### config.mk
export PLATFORM = sky130hd
export DESIGN_NAME = mpe_bend_range_declarer_core_flat
export DESIGN_NICKNAME = d
export VERILOG_FILES = /design/src/hw/rtl/mbrd_pkg.sv /design/src/hw/rtl/mbrd_in_if.sv /design/src/hw/rtl/mbrd_out_if.sv /design/src/hw/rtl/mbrd_cfg_if.sv /design/src/hw/rtl/mpe_bend_range_declarer_core.sv /design/src/flat_wrapper.sv
export SDC_FILE = /design/constraint.sdc
export NUM_CORES = 1
export LEC_CHECK = 0
export BUFFER_PORTS_ARGS = -buffer_cell sky130_fd_sc_hd__buf_2
export CAP_MARGIN = 10
export CORE_UTILIZATION = 33
export CTS_CLUSTER_SIZE = 14
export DETAILED_ROUTE_END_ITERATION = 16
export PLACE_DENSITY = 0.47
export REMOVE_ABC_BUFFERS = 1
export SETUP_SLACK_MARGIN = 0.3
export SYNTH_ARGS = -nofsm -noshare
export SYNTH_HDL_FRONTEND = slang
export SYNTH_SLANG_ARGS = --single-unit
export TNS_END_PERCENT = 1
### constraint.sdc
create_clock -name clk_i -period 3.2 [get_ports clk_i]
set_input_delay 0 -clock clk_i [delete_from_list [all_inputs] [get_ports clk_i]]
set_output_delay 0 -clock clk_i [all_outputs]
set_load 0.01 [all_outputs]
### src/hw/rtl/mbrd_pkg.sv
// Package: types, constants and the control program of the MPE bend range declarer.
package mbrd_pkg;

  localparam logic [3:0] MaxMembers   = 4'd15;
  localparam logic [6:0] CcSelectHigh = 7'd101;
  localparam logic [6:0] CcSelectLow  = 7'd100;
  localparam logic [6:0] CcDataEntry  = 7'd6;
  localparam logic [6:0] RangeLimit   = 7'd96;
  localparam logic [6:0] RpnLowMpe    = 7'd6;
  localparam logic [3:0] KindControl  = 4'hB;
  localparam logic [3:0] KindNoteOn   = 4'h9;

  typedef enum logic [1:0] {
    CfgZoneIsLower  = 2'd0,
    CfgMemberCount  = 2'd1,
    CfgBendRange    = 2'd2,
    CfgUnused       = 2'd3
  } cfg_index_e;

  typedef logic [2:0] upc_t;

  localparam upc_t UpcDispatch   = 3'd0;
  localparam upc_t UpcConfigFwd  = 3'd1;
  localparam upc_t UpcSelHigh    = 3'd2;
  localparam upc_t UpcSelLow     = 3'd3;
  localparam upc_t UpcDataEntry  = 3'd4;
  localparam upc_t UpcNoteStart  = 3'd5;
  localparam upc_t UpcForward    = 3'd6;
  localparam upc_t UpcSpare      = 3'd7;

  typedef enum logic [1:0] {
    EMIT_NONE,
    EMIT_FWD,
    EMIT_SEL_HIGH,
    EMIT_SEL_LOW
  } emit_e;

  typedef enum logic [1:0] {
    LAST_NO,
    LAST_ALWAYS,
    LAST_EMPTY,
    LAST_END_CFG
  } last_e;

  typedef enum logic [2:0] {
    JMP_DISPATCH,
    JMP_ALWAYS,
    JMP_EMPTY,
    JMP_LOOP,
    JMP_NEXT
  } jump_e;

  typedef struct packed {
    emit_e  emit;
    logic   emit_data;
    last_e  last;
    jump_e  jump;
    upc_t   target;
    logic   inc_idx;
  } ucode_t;

  function automatic ucode_t ucode_rom(upc_t addr);
    ucode_t cw;
    cw = '{emit: EMIT_NONE, emit_data: 1'b0, last: LAST_NO, jump: JMP_ALWAYS,
           target: UpcDispatch, inc_idx: 1'b0};
    case (addr)
      UpcDispatch: begin
        cw.jump = JMP_DISPATCH;
      end
      UpcConfigFwd: begin
        cw.emit   = EMIT_FWD;
        cw.last   = LAST_EMPTY;
        cw.jump   = JMP_EMPTY;
        cw.target = UpcDispatch;
      end
      UpcSelHigh: begin
        cw.emit = EMIT_SEL_HIGH;
        cw.jump = JMP_NEXT;
      end
      UpcSelLow: begin
        cw.emit = EMIT_SEL_LOW;
        cw.jump = JMP_NEXT;
      end
      UpcDataEntry: begin
        cw.emit_data = 1'b1;
        cw.last      = LAST_END_CFG;
        cw.jump      = JMP_LOOP;
        cw.target    = UpcSelHigh;
        cw.inc_idx   = 1'b1;
      end
      UpcNoteStart: begin
        cw.jump   = JMP_EMPTY;
        cw.target = UpcForward;
      end
      UpcForward: begin
        cw.emit   = EMIT_FWD;
        cw.last   = LAST_ALWAYS;
        cw.jump   = JMP_ALWAYS;
        cw.target = UpcDispatch;
      end
      default: begin
        cw.jump   = JMP_ALWAYS;
        cw.target = UpcDispatch;
      end
    endcase
    return cw;
  endfunction

endpackage

### src/hw/rtl/mbrd_in_if.sv
// Interface: input channel carrying one MIDI message per item.
interface mbrd_in_if;
  logic       valid;
  logic       ready;
  logic [7:0] status_byte;
  logic [6:0] data_one;
  logic [6:0] data_two;

  modport source (output valid, output status_byte, output data_one, output data_two,
                  input ready);
  modport sink (input valid, input status_byte, input data_one, input data_two,
                output ready);
endinterface

### src/hw/rtl/mbrd_out_if.sv
// Interface: output channel carrying one emitted MIDI message per item.
interface mbrd_out_if;
  logic       valid;
  logic       ready;
  logic [7:0] out_status;
  logic [6:0] out_data_one;
  logic [6:0] out_data_two;
  logic       last_of_run;

  modport source (output valid, output out_status, output out_data_one,
                  output out_data_two, output last_of_run, input ready);
  modport sink (input valid, input out_status, input out_data_one,
                input out_data_two, input last_of_run, output ready);
endinterface

### src/hw/rtl/mbrd_cfg_if.sv
// Interface: configuration write channel with register index and write data.
interface mbrd_cfg_if;
  logic       valid;
  logic       ready;
  logic [1:0] index;
  logic [6:0] data;

  modport source (output valid, output index, output data, input ready);
  modport sink (input valid, input index, input data, output ready);
endinterface

### src/hw/rtl/mpe_bend_range_declarer_core.sv
// Top level: MPE bend range declarer driven by a microcoded sequencer.
//
// Each input item is a MIDI message. Controller messages track the RPN
// selection of each channel, and a data entry under RPN 0/6 is forwarded
// and followed by a declaration burst of CC101=0, CC100=0 and CC6=range for
// every member channel of the zone. The first note-on with nonzero velocity
// before any declaration gets the same burst ahead of it. The sequencer issues
// at most one output item per program step through a single output register,
// and an emitting step waits while that register is still full; the input is
// held while a burst runs.
module mpe_bend_range_declarer_core (
  input  logic          clk_i,
  input  logic          rst_ni,
  mbrd_in_if.sink       in_i,
  mbrd_out_if.source    out_o,
  mbrd_cfg_if.sink      cfg_i
);
  import mbrd_pkg::*;

  upc_t       upc_q, upc_d;
  logic [3:0] idx_q, idx_d;
  logic [7:0] st_q;
  logic [6:0] d1_q;
  logic [6:0] d2_q;
  logic       is_cfg_q;
  logic       declared_q;
  logic       zone_q;
  logic [3:0] members_q;
  logic [6:0] range_q;
  logic [15:0] high_zero_q;
  logic [15:0] low_six_q;

  logic       out_valid_q, out_valid_d;
  logic [7:0] out_st_q, out_st_d;
  logic [6:0] out_d1_q, out_d1_d;
  logic [6:0] out_d2_q, out_d2_d;
  logic       out_last_q, out_last_d;

  ucode_t     cw;
  logic       emitting;
  logic       out_free;
  logic       step_go;
  logic       in_accept;
  logic [3:0] members_sat;
  logic       empty;
  logic       last_member;
  logic [3:0] chan;
  logic [6:0] range_sat;
  logic [3:0] in_chi;
  logic       in_ctrl;
  logic       in_cfg_msg;
  logic       in_first_note;
  logic       last_bit;

  assign cw          = ucode_rom(upc_q);
  assign emitting    = (cw.emit != EMIT_NONE) || cw.emit_data;
  assign out_free    = !out_valid_q || out_o.ready;
  assign step_go     = !emitting || out_free;
  assign in_i.ready  = (upc_q == UpcDispatch);
  assign in_accept   = in_i.valid && in_i.ready;
  assign cfg_i.ready = 1'b1;

  assign members_sat = (members_q > MaxMembers) ? MaxMembers : members_q;
  assign empty       = (members_sat == 4'd0);
  assign last_member = (4'(idx_q + 4'd1) == members_sat);
  assign chan        = zone_q ? 4'(idx_q + 4'd1) : 4'(4'd14 - idx_q);
  assign range_sat   = (range_q > RangeLimit) ? RangeLimit : range_q;

  assign in_chi        = in_i.status_byte[3:0];
  assign in_ctrl       = (in_i.status_byte[7:4] == KindControl);
  assign in_cfg_msg    = in_ctrl && (in_i.data_one == CcDataEntry) &&
                         high_zero_q[in_chi] && low_six_q[in_chi];
  assign in_first_note = (in_i.status_byte[7:4] == KindNoteOn) &&
                         (in_i.data_two != 7'd0) && !declared_q;

  always_comb begin
    case (cw.last)
      LAST_ALWAYS:  last_bit = 1'b1;
      LAST_EMPTY:   last_bit = empty;
      LAST_END_CFG: last_bit = last_member && is_cfg_q;
      default:      last_bit = 1'b0;
    endcase
  end

  always_comb begin
    out_valid_d = out_valid_q && !out_o.ready;
    out_st_d    = out_st_q;
    out_d1_d    = out_d1_q;
    out_d2_d    = out_d2_q;
    out_last_d  = out_last_q;
    if (emitting && out_free) begin
      out_valid_d = 1'b1;
      out_last_d  = last_bit;
      out_st_d    = {KindControl, chan};
      out_d2_d    = 7'd0;
      if (cw.emit_data) begin
        out_d1_d = CcDataEntry;
        out_d2_d = range_sat;
      end else begin
        case (cw.emit)
          EMIT_FWD: begin
            out_st_d = st_q;
            out_d1_d = d1_q;
            out_d2_d = d2_q;
          end
          EMIT_SEL_HIGH: out_d1_d = CcSelectHigh;
          EMIT_SEL_LOW:  out_d1_d = CcSelectLow;
          default:       out_d1_d = d1_q;
        endcase
      end
    end
  end

  always_comb begin
    upc_d = upc_q;
    idx_d = idx_q;
    if (step_go) begin
      if (cw.inc_idx) begin
        idx_d = 4'(idx_q + 4'd1);
      end
      case (cw.jump)
        JMP_DISPATCH: begin
          idx_d = 4'd0;
          if (in_accept) begin
            if (in_cfg_msg) begin
              upc_d = UpcConfigFwd;
            end else if (in_first_note) begin
              upc_d = UpcNoteStart;
            end else begin
              upc_d = UpcForward;
            end
          end
        end
        JMP_ALWAYS: upc_d = cw.target;
        JMP_EMPTY:  upc_d = empty ? cw.target : UpcSelHigh;
        JMP_LOOP: begin
          if (!last_member) begin
            upc_d = cw.target;
          end else if (is_cfg_q) begin
            upc_d = UpcDispatch;
          end else begin
            upc_d = UpcForward;
          end
        end
        JMP_NEXT:   upc_d = 3'(upc_q + 3'd1);
        default:    upc_d = UpcDispatch;
      endcase
    end
  end

  always_ff @(posedge clk_i or negedge rst_ni) begin
    if (!rst_ni) begin
      upc_q       <= UpcDispatch;
      idx_q       <= 4'd0;
      is_cfg_q    <= 1'b0;
      declared_q  <= 1'b0;
      zone_q      <= 1'b1;
      members_q   <= 4'd15;
      range_q     <= 7'd48;
      high_zero_q <= '0;
      low_six_q   <= '0;
      out_valid_q <= 1'b0;
    end else begin
      upc_q       <= upc_d;
      idx_q       <= idx_d;
      out_valid_q <= out_valid_d;
      if (in_accept) begin
        is_cfg_q <= in_cfg_msg;
        if (in_cfg_msg || in_first_note) begin
          declared_q <= 1'b1;
        end
        if (in_ctrl && (in_i.data_one == CcSelectHigh)) begin
          high_zero_q[in_chi] <= (in_i.data_two == 7'd0);
        end
        if (in_ctrl && (in_i.data_one == CcSelectLow)) begin
          low_six_q[in_chi] <= (in_i.data_two == RpnLowMpe);
        end
      end
      if (cfg_i.valid && cfg_i.ready) begin
        case (cfg_index_e'(cfg_i.index))
          CfgZoneIsLower: zone_q    <= cfg_i.data[0];
          CfgMemberCount: members_q <= cfg_i.data[3:0];
          CfgBendRange:   range_q   <= cfg_i.data;
          default:        ;
        endcase
      end
    end
  end

  always_ff @(posedge clk_i) begin
    if (in_accept) begin
      st_q <= in_i.status_byte;
      d1_q <= in_i.data_one;
      d2_q <= in_i.data_two;
    end
    out_st_q   <= out_st_d;
    out_d1_q   <= out_d1_d;
    out_d2_q   <= out_d2_d;
    out_last_q <= out_last_d;
  end

  assign out_o.valid        = out_valid_q;
  assign out_o.out_status   = out_st_q;
  assign out_o.out_data_one = out_d1_q;
  assign out_o.out_data_two = out_d2_q;
  assign out_o.last_of_run  = out_last_q;

endmodule
### src/flat_wrapper.sv
// flat-port wrapper written by rule: the top's interface ports become plain ports
module mpe_bend_range_declarer_core_flat import mbrd_pkg::*;
  (clk_i, rst_ni, in_i_valid, in_i_status_byte, in_i_data_one, in_i_data_two, in_i_ready, out_o_valid, out_o_out_status, out_o_out_data_one, out_o_out_data_two, out_o_last_of_run, out_o_ready, cfg_i_valid, cfg_i_index, cfg_i_data, cfg_i_ready);
  mbrd_in_if in_i_i ();
  mbrd_out_if out_o_i ();
  mbrd_cfg_if cfg_i_i ();
  input  logic clk_i;
  input  logic rst_ni;
  input wire logic [$bits(in_i_i.valid)-1:0] in_i_valid;
  input wire logic [$bits(in_i_i.status_byte)-1:0] in_i_status_byte;
  input wire logic [$bits(in_i_i.data_one)-1:0] in_i_data_one;
  input wire logic [$bits(in_i_i.data_two)-1:0] in_i_data_two;
  output wire logic [$bits(in_i_i.ready)-1:0] in_i_ready;
  output wire logic [$bits(out_o_i.valid)-1:0] out_o_valid;
  output wire logic [$bits(out_o_i.out_status)-1:0] out_o_out_status;
  output wire logic [$bits(out_o_i.out_data_one)-1:0] out_o_out_data_one;
  output wire logic [$bits(out_o_i.out_data_two)-1:0] out_o_out_data_two;
  output wire logic [$bits(out_o_i.last_of_run)-1:0] out_o_last_of_run;
  input wire logic [$bits(out_o_i.ready)-1:0] out_o_ready;
  input wire logic [$bits(cfg_i_i.valid)-1:0] cfg_i_valid;
  input wire logic [$bits(cfg_i_i.index)-1:0] cfg_i_index;
  input wire logic [$bits(cfg_i_i.data)-1:0] cfg_i_data;
  output wire logic [$bits(cfg_i_i.ready)-1:0] cfg_i_ready;
  assign in_i_i.valid = in_i_valid;
  assign in_i_i.status_byte = in_i_status_byte;
  assign in_i_i.data_one = in_i_data_one;
  assign in_i_i.data_two = in_i_data_two;
  assign in_i_ready = in_i_i.ready;
  assign out_o_valid = out_o_i.valid;
  assign out_o_out_status = out_o_i.out_status;
  assign out_o_out_data_one = out_o_i.out_data_one;
  assign out_o_out_data_two = out_o_i.out_data_two;
  assign out_o_last_of_run = out_o_i.last_of_run;
  assign out_o_i.ready = out_o_ready;
  assign cfg_i_i.valid = cfg_i_valid;
  assign cfg_i_i.index = cfg_i_index;
  assign cfg_i_i.data = cfg_i_data;
  assign cfg_i_ready = cfg_i_i.ready;
  mpe_bend_range_declarer_core u_core (.clk_i(clk_i), .rst_ni(rst_ni), .in_i(in_i_i), .out_o(out_o_i), .cfg_i(cfg_i_i));
endmodule
==> impl_metrics.py <==
metrics = {
    "logic_synthesis": {
        "synthTopCellsByCount": "dfrtp_1, mux2_2, edfxtp_1",
        "syn_area_um2": 4770,
        "synthFlopType": "dfrtp_1",
        "ys_ff_latch": 99,
        "post-synth-top-count-cell": "dfrtp_1",
        "syn-mean-instance-area_um2": 13.2,
        "yosysSeqAreaShare_pct": 56.9,
        "synth_edf_count": 45,
        "synthArstFlopShare_pct": 54.5,
        "yosysUniqueCellTypes": 65,
        "yosysWarnings": 0,
        "syn_inst": 360,
        "yosys-top-cells-area": "edfxtp_1, dfrtp_1, mux2_2",
        "yosysTopAreaCell": "edfxtp_1",
        "synth_top_area_share_pct": 28.3,
    },
    "floorplanning": {
        "start_util_pct": 34.1,
        "die-area_um2": 14900,
        "num_rows": 43,
        "fp.dieW_um": 122,
        "core_um2": 14000,
        "die_h_um": 122,
        "num_io_pins": 62,
    },
    "grt": {
        "grt_max_degree": 30,
        "grt_util_all_layers_pct": 15.3,
        "antenna_found_initial": 0,
        "grt_pass1_vias": 3145,
        "grt_overflow_total": 0,
        "grt_pass1_wl_um": 16800,
    },
    "clocking": {
        "insertion_delay_ps": 350,
        "cts_tree": "built",
        "post_cts_buffers": 0,
        "root_buffer": "clkbuf_16",
        "clkTransAtPathRegs_ps": 70,
        "clock_path_buffers": 2,
        "cts_max_level": 3,
        "clock-sinks": 99,
        "cts_buffers": 9,
    },
    "power_and_ir_drop": {
        "max-vdd-ir-drop_uv": 395,
        "p_leak_nw": 2.43,
        "powerDensity_nw_per_um2": 742,
    },
    "route": {
        "drc_errors": 0,
        "ant_nets": 0,
        "wl_um": 10600,
        "drtPass1Iterations": 4,
        "routedWlPerCell_um": 16.7,
        "via_per_inst": 4.96,
        "routed-via-count": 3155,
        "drt_iter0_drc": 200,
    },
    "placed_design": {
        "place_congestion": 0.832,
        "port-buffer-count": 60,
        "postPlaceCellArea_um2": 5270,
        "dp_hpwl_um": 7250,
        "place_ws_ps": 647,
    },
    "sta": {
        "hold_viol": 0,
        "holdWs_ps": 40.0,
        "relSlewSlack_pct": 49.4,
        "fin_crit_sh_pct": 81.4,
        "rsz0062_at_grt": "no",
        "tightestPinTransition_ps": 752,
        "setup_viol_count_final": 0,
        "finalClockSkew_ps": 8.25,
        "setup_tns_ps": 0,
        "fmax_ghz": 0.384,
        "slew_viol_final": 0,
        "worst_slack_ps": 595,
        "min_period_ps": 2610,
    },
    "critical_path": {
        "critPathLaunchType": "register",
        "worst-setup-path-type": "register to register",
        "crit_fanout": 10,
        "endpoint_kind": "register",
        "arrival_ps": 2830,
        "worst_ep_required_time_ps": 3430,
    },
    "final_layout": {
        "diodes": 0,
        "postLayoutCellArea_um2": 5870,
        "nets": 493,
        "areaGrowthSynthToFinish_pct": 23.0,
        "drive_gt1_share_pct": 34.9,
    },
    "status": {
        "status": "completed",
    },
    "flow_run": {
        "maxCapViolations": 0,
    },
    "worst_hold_path": {
        "hp-class": "input port to register",
    },
}
[power breakdown]
part | leakage (nW) | switching [mW] | internal (mW)
Clock | 0.148 | 0.490 | 0.689
Sequential | 1.13 | 0.147 | 1.72
Combinational | 1.15 | 0.750 | 0.558
Total | 2.43 | 1.39 | 2.97
[registers in the layout (all words and copies together), names as in the netlist, 3 cells and up]
register and count:
u_core.high_zero_q 16, u_core.out_o.out_data_one 7, u_core.range_q 7, u_core.d1_q 7, u_core.low_six_q 16, u_core.members_q 4
u_core.st_q 8, u_core.idx_q 4, u_core.out_o.out_status 8, u_core.d2_q 7, u_core.upc_q 3, u_core.out_o.out_data_two 7
[timing repair]
action	4_1_cts	5_1_grt
gates resized for setup	0	0
endpoints found under the hold margin	49	0
endpoints found under the setup margin	0	0
hold buffers	27	0
[cells in the final DEF, fill, tap and decap left out, drive strengths merged, types with 10 or more instances in the layout]
master        n
buf          66
dfrtp        47
dlygate4sd3  27
edfxtp       45
inv          14
mux2         51
nand2        24
nand2b       10
nor2         30
o21ai        10
[routing by layer]
layer,vias to the layer above,global-route usage (%),share of wire [%]
met4,0,4.04,0.97
li1,1513,-,-
met3,8,4.59,5.3
met1,1565,19.9,46
met2,69,24.9,48
met5,-,0,0
[layout make-up]
cell class | instances | area, um2
multi-input cells | 235 | 1940
inverters | 13 | 48.8
well taps | 180 | 225
repair buffers | 93 | 616
clock buffers | 9 | 225
clock inverters | 7 | 100
fillers | 1336 | 8120
flip-flops and latches | 99 | 2710
[critical path, cell delays in order, from the launching register on]
cell	delay, ps
dfrtp_1	500
inv_1	180
ha_1	250
nand2b_1	120
inv_2	70
nand2_1	100
inv_2	100
nand4_4	160
or4b_4	560
nor2_1	120
mux2_1	330
[kinds of logic (layout without fill, tap and decap cells)]
logic type      after synthesis  count (layout)  synth area share [%]
simple gates                110             110                  13.4
flops                        99              99                  56.9
mux                          63              63                  16.4
compound gates               45              45                  7.06
buf+inv                      26             122                  2.52
xor+xnor                     10              10                  2.13
fa+ha+maj                     6               6                  1.57
other cells                   1               1                0.0787
[final timing paths]
kind	start	end	slack, ps	depth (start not counted)
hold reg to reg	u_core.declared_q	u_core.declared_q	460	1
min in group asynchronous	rst_ni	u_core.high_zero_q[11]	190	2
setup reg to reg	u_core.upc_q[0]	u_core.low_six_q[10]	590	10
hold / removal	in_i_valid	u_core.is_cfg_q	40	3
setup / recovery	u_core.upc_q[0]	u_core.low_six_q[10]	590	10
max in group asynchronous	rst_ni	u_core.low_six_q[12]	2190	3
[stage by stage]
stage | std cells | power [mW] | util [%]
after global routing | 636 | 4.63 | 41.9
after CTS | 636 | 4.42 | 41.9
after global placement | 593 | 3.18 | 37.7
after floorplan | 347 | 2.71 | -
after detailed placement | 593 | 3.19 | 37.7
final | 636 | 4.35 | 41.9
No activity file was read; power rests on OpenSTA's default activity.
